## src/design/lve_pkg.sv

```systemverilog
// Shared types, constants and saturation helpers for the limb velocity estimator.
`timescale 1ns / 1ps
package lve_pkg;

  localparam int IN_DATA_W   = 104;
  localparam int OUT_DATA_W  = 72;
  localparam int VEL_W       = 24;
  localparam int COORD_W     = 16;
  localparam int TIME_W      = 32;
  localparam int ENTRY_W     = 2 * COORD_W + TIME_W + 1;
  localparam int HIST_REG_W  = 7;
  localparam int MIN_LENGTH  = 20;
  localparam int ALPHA_Q16   = 19661;
  localparam int BETA_Q16    = 45875;
  localparam int VEL_SCALE   = 16000;
  localparam int MEAN_W      = 32;
  localparam int DIV_W       = 35;
  localparam int DIV_PAD     = 64 - DIV_W;
  localparam int RAD_W       = 64;
  localparam int REM_W       = 36;
  localparam int SQRT_STEPS  = 32;
  localparam int STEP_W      = 6;

  localparam logic REG_HISTORY_LENGTH = 1'b0;

  typedef enum logic {
    ALU_DIV,
    ALU_SQRT
  } alu_op_t;

  typedef struct packed {
    logic                     start;
    alu_op_t                  op;
    logic [RAD_W-1:0]         opa;
    logic [31:0]              opb;
  } alu_req_t;

  typedef struct packed {
    logic                     busy;
    logic                     done;
    logic [DIV_W-1:0]         result;
  } alu_rsp_t;

  typedef enum logic [4:0] {
    ST_IDLE,
    ST_WRITE,
    ST_RD,
    ST_DATA,
    ST_PX,
    ST_PXW,
    ST_PY,
    ST_PYW,
    ST_MX,
    ST_MXW,
    ST_MY,
    ST_MYW,
    ST_SQX,
    ST_SQY,
    ST_SQS,
    ST_SQW,
    ST_EA,
    ST_EB,
    ST_EC,
    ST_OUT
  } lve_state_t;

  function automatic logic signed [VEL_W-1:0] sat_s24(input logic signed [63:0] v);
    logic signed [VEL_W-1:0] r;
    if (v > 64'sd8388607) begin
      r = 24'sh7FFFFF;
    end else if (v < -64'sd8388608) begin
      r = 24'sh800000;
    end else begin
      r = VEL_W'(v);
    end
    return r;
  endfunction

  function automatic logic [VEL_W-1:0] sat_u24(input logic signed [63:0] v);
    logic [VEL_W-1:0] r;
    if (v < 64'sd0) begin
      r = '0;
    end else if (v > 64'sd16777215) begin
      r = '1;
    end else begin
      r = VEL_W'(v);
    end
    return r;
  endfunction

endpackage

```

## src/design/lve_alu.sv

```systemverilog
// Shared bit-serial unit: restoring divide and digit-by-digit square root.
`timescale 1ns / 1ps
module lve_alu (
  input  logic              clk,
  input  logic              rst_n,
  input  lve_pkg::alu_req_t req,
  output lve_pkg::alu_rsp_t rsp
);
  import lve_pkg::*;

  logic [RAD_W-1:0]  src_r;
  logic [REM_W-1:0]  rem_r;
  logic [DIV_W-1:0]  res_r;
  logic [31:0]       dvs_r;
  logic [STEP_W-1:0] cnt_r;
  logic              busy_r;
  logic              done_r;
  alu_op_t           op_r;

  logic [REM_W-1:0]  rshift;
  logic [REM_W-1:0]  trial;
  logic              take;
  logic              last;

  always_comb begin
    if (op_r == ALU_DIV) begin
      rshift = {rem_r[REM_W-2:0], src_r[RAD_W-1]};
      trial  = REM_W'(dvs_r);
      last   = (cnt_r == STEP_W'(DIV_W - 1));
    end else begin
      rshift = {rem_r[REM_W-3:0], src_r[RAD_W-1:RAD_W-2]};
      trial  = REM_W'({res_r[31:0], 2'b01});
      last   = (cnt_r == STEP_W'(SQRT_STEPS - 1));
    end
    take = (rshift >= trial);
  end

  always_ff @(posedge clk) begin
    if (!rst_n) begin
      busy_r <= 1'b0;
      done_r <= 1'b0;
      cnt_r  <= '0;
    end else begin
      done_r <= busy_r && last;
      if (req.start && !busy_r) begin
        busy_r <= 1'b1;
        cnt_r  <= '0;
        op_r   <= req.op;
        dvs_r  <= req.opb;
        rem_r  <= '0;
        res_r  <= '0;
        src_r  <= (req.op == ALU_DIV) ? {req.opa[DIV_W-1:0], DIV_PAD'(0)} : req.opa;
      end else if (busy_r) begin
        rem_r <= take ? (rshift - trial) : rshift;
        res_r <= {res_r[DIV_W-2:0], take};
        src_r <= (op_r == ALU_DIV) ? {src_r[RAD_W-2:0], 1'b0} : {src_r[RAD_W-3:0], 2'b00};
        cnt_r <= cnt_r + STEP_W'(1);
        if (last) begin
          busy_r <= 1'b0;
        end
      end
    end
  end

  assign rsp.busy   = busy_r;
  assign rsp.done   = done_r;
  assign rsp.result = res_r;

endmodule

```

## config.mk

```make
export PLATFORM = sky130hd
export DESIGN_NAME = lve_alu
export DESIGN_NICKNAME = d
export VERILOG_FILES = /design/src/design/lve_pkg.sv /design/src/design/lve_alu.sv
export SDC_FILE = /design/constraint.sdc
export NUM_CORES = 1
export LEC_CHECK = 0
export BUFFER_PORTS_ARGS = -buffer_cell sky130_fd_sc_hd__clkbuf_2
export CORE_UTILIZATION = 30
export DETAILED_ROUTE_END_ITERATION = 10
export GPL_TIMING_DRIVEN = 0
export PLACE_DENSITY = 0.47
export SYNTH_ARGS = -nofsm -noshare
export SYNTH_HDL_FRONTEND = slang
export SYNTH_SLANG_ARGS = --single-unit
```

## constraint.sdc

```tcl
create_clock -name clk -period 4.82 [get_ports clk]
set_clock_uncertainty 0.1 [all_clocks]
set_input_delay 0.723 -clock clk [delete_from_list [all_inputs] [get_ports clk]]
set_output_delay 0.723 -clock clk [all_outputs]
set_load 0.05 [all_outputs]
```

==> metrics.yaml <==
status: "complete, no violations"
syn_area_um2: 10540
ys.flop_type: "edfxtp_1"
via_per_inst: 4.999
synth.top_cell.area_share: 0.4758
finalSetupViolCount: 0
dr.first_iter.drc_count: 428
path_delay_family: "compound AO/OA/AOI/OAI gates"
hpwl_mm: 21.73
yosysSeqAreaShare: 0.4910
clock_latency_ps: 450
r2r_start: "op_r"
syn2layout_area_growth_pct: 18.70
grt_pass1_vias: 7949
crit_fanout: 10
worstSetupEndpointType: "flop"
max_stage_delay_ps: 710
crit_buf_inv: 2
irDropWorstVdd_uv: 280.4
synthesis.instances: 949
core-area_um2: 34540
grtUsageTotal: 0.1671
slew_headroom: 0.4096
min_period_ps: 4524
path_class: "reg2reg"
synth.ff_latch_count: 175
n_fill_cell: 3551
rows: 68
placed_area_um2: 11870
vias: 7873
io_buffers: 136
numCtsBuffers: 17
die_width_um: 189.4
antenna_found_initial: 0
period_share: 0.9385
stdcell_area_um2: 12510
required_ps: 4910
critPathSlowestCell: "buf_1"
rsz0062_at_grt: "false"
yosysTopAreaCell: "edfxtp_1"
pin_count: 137
place_congestion: 0.8219
grt_first_pass_wirelength_mm: 45.82
worst_slew_pin_slew_ps: 885.7
setup_tns_ps: 0
leakagePower_nw: 4.924
hold_start: "req[4]"
globalRouteOverflowTotal: 0
dieArea_um2: 35890
min_path_type: "in2reg"
synth_edf_count: 167
final_util: 0.3622
fp.dieH_um: 189.4
post_drt_wl_per_cell_um: 18.62
cts_sinks: 175
layout.area.seq_um2: 5175
nets: 1243
async_flop_share: 0
first_pass_iters: 5
synth_nets: 1085
syn-mean-instance-area_um2: 11.11
clk_pin_slew_ps: 70
crit_path_start: "op_r"
clockBufferDepth: 2
maxCapViolations: 0
multiInputGateArea_um2: 5057
path_cells: "buf_1, mux2_2, ha_1, buf_4, a21o_1, a21o_1, a2111oi_1, a31oi_2, a41oi_2, o21bai_1, mux2i_1, a2111oi_0, nor3_1"
drt-total-wl_mm: 29.32
finalHoldViolCount: 0
max_freq_mhz: 221.1
htreeDepth: 4
cts_root_buf: "clkbuf_16"
drv_slew: 0
initial_utilization: 0.3051
cp.arrival_ps: 4610
synth_area_leaders: "edfxtp_1 (48%), mux2i_1 (11%), ha_1 (4.2%), a21oi_1 (3.6%), mux2_2 (3.5%)"
pwr_density_cell_nw_per_um2: 382.4
route.detailed.drc: 0
drive_above_1_share: 0.2107
crit_top_cell: "a21o_1"
cts-hold-fix-buffers: 0
yosysUniqueCellTypes: 58
ant_nets: 0
cp-start-kind: "flop"
diodes: 0
yosys_warnings: 0
cts_tree: "yes"
grt_max_degree: 56
[cell usage in the layout (no fill, tap or decap), types with 16 or more instances in the layout]
master     Yosys  final
a211oi_1      39     39
a21o_1        21     21
a21oi_1       76     76
and2_1        36     35
clkbuf_1      41     37
clkbuf_16      0     20
clkbuf_2       0    138
edfxtp_1     167    167
ha_1          35     35
mux2_2        33     33
mux2i_1      117    117
nand2_1       41     41
nand3_1       38     38
nor2_1        44     44
nor2b_1       44     44
o21ai_0       51     51
xor2_1        16     16
[power breakdown]
group,leakage (nW),total (W),switching [W],internal (W)
Combinational,2.96,0.00142,0.000847,0.000573
Sequential,1.67,0.00193,0.0000676,0.00186
Clock,0.301,0.00144,0.000657,0.000780
[worst reg2reg max path: stages, from the launching register on]
cell       delay (ps)
edfxtp_1          490
buf_1             710
mux2_2            440
ha_1              290
buf_4             170
a21o_1            220
a21o_1            160
a2111oi_1         470
a31oi_2           150
a41oi_2           260
o21bai_1          160
mux2i_1           150
a2111oi_0         400
nor3_1             90
[timing repair]
action,CTS,global route
setup buffers,0,2
resized for setup,18,4
endpoints found under the setup margin,36,22
pin swaps,0,1
[sequential cells by signal (all words and copies together), names as in the netlist]
signal,count
src_r,64
rem_r,35
res_r,35
dvs_r,32
cnt_r,6
busy_r,1
done_r,1
op_r,1
[per-layer routing]
layer  global-route usage  part of all wire
met3              0.02428             0.039
met2               0.2709              0.47
met5                    0                 0
met1               0.2321              0.48
met4              0.04249             0.010
[cell families after synthesis]
kind of cell	synth area share
DFF	0.4910
adders and majority gates	0.04345
muxes	0.1464
xor gates and xnor gates	0.02576
AOI/OAI and AO/OA	0.1351
buffers and inverters	0.03122
and+or+nand+nor	0.1271
[stage by stage]
stage	hold slack (ps)	worst slack (ps)	cells	total power, W
floorplan	402.6	322.8	949	0.002994
global placement	425.2	-1500	1540	0.003373
detailed placement	437.6	-1360	1543	0.003372
CTS	316.9	37.07	1573	0.004836
global route	325.1	10.17	1575	0.005063
finish	344.7	296.2	1575	0.004784
[synthesized netlist by cell type (all sizes together) (15+ instances only)]
cell and count:
edfxtp 167, buf 23, mux2i 117, nand2 42, nor2 44, nor2b 44, o21ai 52, a21o 21
ha 35, a21oi 77, xor2 16, xnor2 15, a211oi 39, clkbuf 41, and2 36, mux2 33
nand3 39
[final timing paths]
check,slack (ps),endpoint,cells past startpoint
worst max-delay path,300,rem_r[33],13
worst min register to register,450,cnt_r[5],2
worst max register to register,300,rem_r[33],13
worst min-delay path,340,dvs_r[4],1
[final cells by class]
type,count,share of cell area
flip-flops and latches,175,0.4136
plain buffers,62,0.02340
clock inverters,10,0.006601
repair buffers,141,0.06101
well taps,455,0.04550
multi-input cells,696,0.4042
clock buffers,22,0.04140
inverters,14,0.004200
Note: power is estimated with default switching activity, not from simulation.
