==> src/design/lve_ram.sv <==
// Generic single-write, single-read RAM with registered read data.
`timescale 1ns / 1ps
module lve_ram #(
  parameter int WIDTH = 8,
  parameter int DEPTH = 16,
  localparam int AW = (DEPTH > 1) ? $clog2(DEPTH) : 1
) (
  input  logic             clk,
  input  logic             we,
  input  logic [AW-1:0]    waddr,
  input  logic [WIDTH-1:0] wdata,
  input  logic [AW-1:0]    raddr,
  output logic [WIDTH-1:0] rdata
);

  logic [WIDTH-1:0] mem [DEPTH];

  always_ff @(posedge clk) begin
    if (we) begin
      mem[waddr] <= wdata;
    end
    rdata <= mem[raddr];
  end

endmodule

==> config.mk <==
export PLATFORM = sky130hd
export DESIGN_NAME = lve_ram
export DESIGN_NICKNAME = d
export VERILOG_FILES = /design/src/design/lve_ram.sv
export SDC_FILE = /design/constraint.sdc
export NUM_CORES = 1
export LEC_CHECK = 0
export ABC_AREA = 0
export ABC_CLOCK_PERIOD_IN_PS = 1800
export BUFFER_PORTS_ARGS = -buffer_cell sky130_fd_sc_hd__buf_2
export CAP_MARGIN = 20
export CORE_MARGIN = 5
export CORE_UTILIZATION = 54
export DETAILED_ROUTE_END_ITERATION = 7
export PLACE_DENSITY_LB_ADDON = 0.3
export SLEW_MARGIN = 20
export SYNTH_ARGS = -nofsm -noshare
export SYNTH_HDL_FRONTEND = slang
export SYNTH_SLANG_ARGS = --single-unit
==> constraint.sdc <==
create_clock -name clk -period 1.8 [get_ports clk]
set_input_delay 0.36 -clock clk [delete_from_list [all_inputs] [get_ports clk]]
set_output_delay 0.36 -clock clk [all_outputs]
set_load 0.02 [all_outputs]
==> impl_metrics.json, run 1 <==
{
  "post_cts.repair.setup_buffers": 0,
  "grt_usage": 0.186,
  "hold_buffers": 0,
  "hp-start": "wdata[1]",
  "synth_area_leaders": "edfxtp_1 75%, mux4_2 7.9%, mux4_1 7.1%",
  "synth_nets": 247,
  "htree_levels": 4,
  "clk_path_buf_depth": 2,
  "endpoint_kind": "output pin",
  "clkTransAtPathRegs_ns": 0.06,
  "drv_slew": 0,
  "wl_per_cell_um": 22.2,
  "final_core_util": 0.668,
  "numCtsBuffers": 17,
  "relSlewSlack": 0.743,
  "cts_resized": 0,
  "synth.distinct_cells": 19,
  "postSynthCellCount": 229,
  "cp_max_fo": 1,
  "critPathTopFamily": "flip-flops",
  "fin_worst_skew_ns": 0.00507,
  "final_antenna_net_count": 0,
  "met2_length_um": 4720,
  "outcome": "finished clean",
  "fmax_mhz": 706,
  "grt_max_degree": 22,
  "yosysSeqAreaShare": 0.778,
  "postLayoutCellArea_sq_um": 6200,
  "numPortBuffers": 25,
  "startpoint_type": "register",
  "clock-sinks": 136,
  "grt_remaining_overflow": 0,
  "p_per_area_nw_per_um2": 1220,
  "rsz0062_at_grt": "false",
  "yosys.area.top_type": "edfxtp_1",
  "dieArea_sq_um": 11600,
  "setup_viol": 0,
  "root_buffer": "clkbuf_8",
  "r2r_start": "mem[1][2]",
  "max_cap_violations": 0,
  "firstDrtPassIters": 4,
  "avgSynthCellArea_sq_um": 22.5,
  "ios": 26,
  "vias": 2475,
  "fin_crit_ns": 1.42,
  "clkLatencyLatePin_ns": 0.52,
  "timing.setup.tns_ns": 0,
  "peakVddDrop_uv": 748,
  "grt_pass1_vias": 2613,
  "drt_iter0_markers": 186,
  "cp.required_ns": 1.44,
  "drc": 0,
  "start_util": 0.554,
  "holdCritPathClass": "primary input to register",
  "p_total_uw": 7550,
  "worstPathCellList": "buf_2",
  "routabilityCongestion": 0.826,
  "drive_gt1_frac": 0.330,
  "dieWidth_um": 108,
  "wirelength_met1_um": 4060,
  "ys_ff_latch": 136,
  "leakage_uw": 0.00214,
  "wl_met3_um": 620,
  "hold_viol_final": 0,
  "fin_crit_sh": 0.787,
  "startpoint": "rdata[7]",
  "syn_area_sq_um": 5150,
  "layout.nets": 305,
  "rows": 35,
  "antenna_cells": 0,
  "cp_slowest_stage_delay_ns": 0.36,
  "crit_slowest_cell": "dfxtp_1",
  "grt_first_pass_wirelength_um": 15100,
  "routed_wirelength_um": 9510,
  "vias_per_cell": 5.77,
  "yosysWarningCount": 0,
  "cts_tree": "built",
  "dp_hpwl_um": 6130,
  "top_layer": "met4",
  "crit_arrival_ns": 1.06,
  "antenna_found_initial": 0,
  "core_area_sq_um": 9280,
  "syn_to_final_growth_pct": 20.5,
  "synth_top_area_frac": 0.747,
  "setup_ws_ns": 0.383,
  "dpl_cell_area_sq_um": 5570,
  "crit_buf_inv": 1,
  "pre_cts_slack_ns": 0.0326,
  "worstSetupPathType": "register to output pin",
  "die-height_um": 108,
  "tightest_slew_ns": 0.386
}
==> report_power, final <==
part           total, uW  switching, uW  internal (uW)
logic                357            206            151
registers           3560           21.5           3540
clock network       3630           1210           2420
==> Yosys cell counts, drive strengths merged <==
master,instances
a22oi,16
nor3,4
nor2,13
and2b,1
nor2b,1
and2,1
nand3b,2
or3b,1
dfxtp,8
clkdlybuf4s25,3
nand2b,2
nand2,9
buf,7
nand3,1
mux4,32
edfxtp,128
==> kinds of logic (layout without fill, tap and decap cells) <==
group	after synthesis	count (layout)	synth area share
DFF	136	136	0.778
and+or+nand+nor	35	35	0.0318
muxes	32	32	0.150
AOI/OAI and AO/OA	16	16	0.0233
buffers and inverters	10	81	0.0168
==> registers in the layout (all words and copies together) (netlist names) <==
name / count
rdata: 8
mem: 128
==> area by class of cell <==
| class | count | area [sq um] |
|---|---|---|
| Fill cell | 626 | 3080 |
| Timing Repair Buffer | 49 | 343 |
| Sequential cell | 136 | 4000 |
| Tap cell | 129 | 161 |
| Clock buffer | 20 | 435 |
| Clock inverter | 12 | 199 |
| Multi-Input combinational cell | 83 | 1060 |
==> routing by layer <==
metal | GRT usage | vias to the layer above
li1 | - | 1091
met1 | 0.253 | 1273
met2 | 0.285 | 102
met3 | 0.0552 | 9
met4 | 0.0757 | 0
met5 | 0 | -
==> layout by cell type (no fill, tap or decap), types with 2 or more instances in the layout <==
cell type  instances
edfxtp_1         128
buf_2             25
buf_4             21
mux4_2            18
a22oi_1           16
clkbuf_16         16
mux4_1            14
nor2_1            13
nand2_1            9
dfxtp_1            8
bufinv_16          5
nor3_1             3
clkinv_2           3
clkinv_4           3
buf_12             3
nand3b_1           2
nand2b_1           2
clkbuf_8           2
clkbuf_1           2
==> worst paths after layout <==
kind          endpoint  slack (ns)  depth (start not counted)
max           rdata[7]        0.38                          1
min          mem[5][1]        0.22                          1
max reg2reg   rdata[2]        0.42                          3
min reg2reg   rdata[5]        0.68                          3
==> per-stage QoR <==
step                      std cells  hold slack, ns
final                           429           0.222
after CTS                       429           0.202
after global placement          397           0.643
after detailed placement        397           0.665
after global routing            429           0.218
after floorplan                 229           0.459
Note: power is estimated with default switching activity, not from simulation.
==> run 2, diff against run 1 <==
- ABC_CLOCK_PERIOD_IN_PS: 1800 -> 1150
- clock period: 1.8 -> 1.15 ns (I/O delays scaled with it)
==> impl_metrics.json, run 2 (synthesis results as in run 1) <==
{
  "outcome": "finished with violations",
  "violations": "negative setup slack",
  "layout_commonest_cell": "edfxtp_1",
  "reg.largest.list": "mem x128, rdata x8",
  "seqCellArea_sq_um": 4010,
  "grt_first_pass_wirelength_um": 15000,
  "hold_viol_final": 0,
  "clkTransAtPathRegs_ns": 0.06,
  "p_total_uw": 11300,
  "holdCritPathClass": "primary input to register",
  "antenna_found_initial": 0,
  "final_antenna_net_count": 0,
  "crit_arrival_ns": 1.71,
  "dieArea_sq_um": 11600,
  "ff2ff_setup_slack_ns": -0.16,
  "clk_path_buf_depth": 2,
  "timing.setup.tns_ns": -1.39,
  "ios": 26,
  "rows": 35,
  "peakVddDrop_uv": 1170,
  "grt_pass1_vias": 2656,
  "cp_max_fo": 1,
  "layout.nets": 311,
  "p_per_area_nw_per_um2": 1750,
  "clkLatencyLatePin_ns": 0.52,
  "fin_crit_sh": 1.14,
  "final_cell_mix": "128 x edfxtp_1, 32 x mux4_2, 17 x buf_2, 16 x clkbuf_16",
  "cts_tree": "built",
  "place_inst": 403,
  "wirelength_met1_um": 3830,
  "drv_slew": 0,
  "root_buffer": "clkbuf_8",
  "dieWidth_um": 108,
  "grt_remaining_overflow": 0,
  "fin_crit_ns": 1.31,
  "tightest_slew_ns": 0.910,
  "n_fill_cell": 575,
  "fin_worst_skew_ns": 0.00929,
  "grt_max_degree": 17,
  "drt_iter0_markers": 207,
  "drc": 0,
  "final_core_util": 0.693,
  "startpoint_type": "register",
  "worstSetupPathType": "register to register",
  "endpoint_kind": "register",
  "routabilityCongestion": 0.744,
  "numPortBuffers": 25,
  "rsz0062_at_grt": "true",
  "setup_viol": 16,
  "numCtsBuffers": 17,
  "wl_met3_um": 675,
  "dp_hpwl_um": 6160,
  "top_layer": "met4",
  "largest_register_ff_count": 128,
  "fmax_mhz": 762,
  "hold_buffers": 0,
  "setup_ws_ns": -0.162,
  "core_area_sq_um": 9280,
  "grt_usage": 0.187,
  "vias_per_cell": 5.62,
  "wl_per_cell_um": 22.2,
  "vias": 2444,
  "largest_register": "mem",
  "firstDrtPassIters": 5,
  "routed_wirelength_um": 9680,
  "htree_levels": 4,
  "multi_input_area_sq_um": 1120,
  "met2_length_um": 5020,
  "die-height_um": 108,
  "antenna_cells": 0,
  "drive_gt1_frac": 0.477,
  "start_util": 0.554,
  "syn_to_final_growth_pct": 25.0,
  "max_cap_violations": 0,
  "cp.required_ns": 1.54,
  "relSlewSlack": 0.391,
  "pre_cts_slack_ns": -0.517,
  "leakage_uw": 0.00213,
  "stdcell_count": 435,
  "clock-sinks": 136
}
run 2: changes by cell type in the layout (fill, tap and decap cells not counted), sizes merged:
| cell | delta |
|---|---|
| buf | +6 |
| clkinvlp | +2 |
| clkinv | +1 |
| bufinv | -3 |
run 2: cell type report:
class,instances,share of cell area
Sequential cell,136,0.624
Multi-Input combinational cell,83,0.174
Timing Repair Buffer,55,0.0914
Clock buffer,20,0.0661
Tap cell,129,0.0251
Clock inverter,12,0.0200
run 2: stage by stage:
step	hold slack (ns)	instance area [sq um]
6_report	0.0888	6430
5_1_grt	0.0841	6430
2_1_floorplan	0.329	5200
4_1_cts	0.0760	6410
3_5_place_dp	0.622	5780
3_3_place_gp	0.612	5780
run 2: power by group:
| part | switching [uW] | internal (uW) | total, uW |
|---|---|---|---|
| logic | 360 | 329 | 689 |
| clock network | 1920 | 3070 | 4990 |
| registers | 45.7 | 5550 | 5600 |
run 2: worst max-delay path, cell delays in order, from the launching register on:
cell and delay (ns):
edfxtp_1 0.40, mux4_2 0.50, a22oi_2 0.22, nand2_1 0.08
run 2: final timing paths:
path                            startpoint         to  cells past startpoint
worst max-delay path             mem[3][4]   rdata[4]                      3
worst min-delay path              wdata[3]  mem[0][3]                      1
worst max register to register   mem[3][4]   rdata[4]                      3
worst min register to register   mem[6][0]   rdata[0]                      3
run 2: per-layer routing:
metal	up-vias	GRT usage
met2	116	0.300
li1	1087	-
met4	0	0.0911
met1	1230	0.245
met5	-	0
met3	11	0.0408
run 2: repair_timing:
action,in CTS,in global routing
buffers inserted,0,0
gates resized for setup,27,6
gates cloned,0,0
pin swaps,0,3
setup endpoints to repair,16,16
==> run 3, diff against run 2 <==
- PLACE_DENSITY_LB_ADDON: 0.3 -> 0.12
==> impl_metrics.json, run 3 (synthesis results as in run 1) <==
{
  "clkTransAtPathRegs_ns": 0.06,
  "root_buffer": "clkbuf_8",
  "routabilityCongestion": 0.725,
  "routed_wirelength_um": 9580,
  "dp_hpwl_um": 6180,
  "hold_buffers": 0,
  "dieArea_sq_um": 11600,
  "clkLatencyLatePin_ns": 0.51,
  "largest_register_ff_count": 128,
  "drive_gt1_frac": 0.500,
  "final_cell_mix": "128 x edfxtp_1, 32 x mux4_2, 20 x buf_4, 17 x buf_2, 16 x clkbuf_16",
  "ios": 26,
  "cts_tree": "built",
  "numPortBuffers": 25,
  "numCtsBuffers": 17,
  "tightest_slew_ns": 1.04,
  "peakVddDrop_uv": 983,
  "drc": 0,
  "dieWidth_um": 108,
  "fmax_mhz": 800,
  "start_util": 0.554,
  "grt_first_pass_wirelength_um": 15600,
  "grt_pass1_vias": 2644,
  "violations": "negative setup slack",
  "hold_viol_final": 0,
  "place_inst": 407,
  "fin_crit_sh": 1.09,
  "dpl_cell_area_sq_um": 5800,
  "startpoint_type": "register",
  "antenna_found_initial": 0,
  "n_fill_cell": 619,
  "drv_slew": 0,
  "grt_remaining_overflow": 0,
  "postLayoutCellArea_sq_um": 6500,
  "largest_register": "mem",
  "outcome": "finished with violations",
  "grt_max_degree": 19,
  "leakage_uw": 0.00217,
  "cp.required_ns": 1.54,
  "ff2ff_setup_slack_ns": -0.10,
  "clock-sinks": 136,
  "layout_commonest_cell": "edfxtp_1",
  "stdcell_count": 439,
  "syn_to_final_growth_pct": 26.3,
  "setup_viol": 16,
  "fin_worst_skew_ns": 0.00597,
  "reg.largest.list": "mem x128, rdata x8",
  "setup_ws_ns": -0.100,
  "antenna_cells": 0,
  "die-height_um": 108,
  "max_cap_violations": 0,
  "core_area_sq_um": 9280,
  "endpoint_kind": "register",
  "crit_arrival_ns": 1.64,
  "vias_per_cell": 5.51,
  "relSlewSlack": 0.303,
  "drt_iter0_markers": 123,
  "rsz0062_at_grt": "true",
  "final_antenna_net_count": 0,
  "p_per_area_nw_per_um2": 1780,
  "wl_per_cell_um": 21.8,
  "cp_max_fo": 1,
  "rows": 35,
  "grt_usage": 0.192,
  "htree_levels": 4,
  "clk_path_buf_depth": 2,
  "worstSetupPathType": "register to register",
  "vias": 2421,
  "layout.nets": 315,
  "firstDrtPassIters": 4,
  "holdCritPathClass": "primary input to register",
  "fin_crit_ns": 1.25
}
run 3: cell types whose count changed in the layout (fill, tap and decap cells not counted), moves of 2 or more:
cell | before | now
buf_4 | 15 | 20
a22oi_1 | 7 | 4
clkinv_4 | 3 | 1
a22oi_2 | 9 | 12
run 3: layout make-up:
type,count,area [sq um],area share
well taps,129,161,0.0248
clock inverters,12,150,0.0231
clock buffers,20,435,0.0670
flip-flops and latches,136,4020,0.618
repair buffers,59,606,0.0931
multi-input cells,83,1130,0.174
run 3: final timing paths:
| path | end | depth (start not counted) | startpoint |
|---|---|---|---|
| hold / removal | mem[13][0] | 1 | wdata[0] |
| setup reg to reg | rdata[2] | 3 | mem[11][2] |
| setup / recovery | rdata[2] | 3 | mem[11][2] |
| hold reg to reg | rdata[0] | 3 | mem[14][0] |
run 3: critical path, stage by stage, from the launching register on:
cell and delay, ns:
edfxtp_1 0.35, mux4_2 0.48, a22oi_2 0.23, nand2_1 0.07
run 3: metal layers:
metal  global-route usage  vias up  wire length, um  share of wire
met1                0.269     1228             4160           0.43
li1                     -     1099                -              -
met2                0.291       82             4670           0.49
met5                    0        -                0              0
met3               0.0594       12              633          0.066
met4               0.0622        0              121          0.013
run 3: stage by stage:
step	setup slack (ns)	hold slack [ns]	power, uW	setup TNS, ns	utilization
global route	-0.168	0.0987	12000	-1.80	0.700
global placement	-0.451	0.615	6310	-29.95	0.625
floorplan	-0.183	0.329	6030	-7.54	-
CTS	-0.111	0.0837	11700	-1.29	0.699
detailed placement	-0.442	0.628	6320	-30.94	0.625
finish	-0.100	0.104	11600	-0.958	0.700
run 3: repair_timing:
action	4_1_cts	5_1_grt
resized for setup	34	4
pin swaps	3	1
buffers inserted	0	0
endpoints found under the hold margin	0	0
setup endpoints to repair	16	16
run 3: power breakdown:
part	internal [uW]	switching (uW)	leakage (uW)
logic	338	364	0.000666
clock network	3350	1940	0.000281
registers	5550	44.0	0.00122
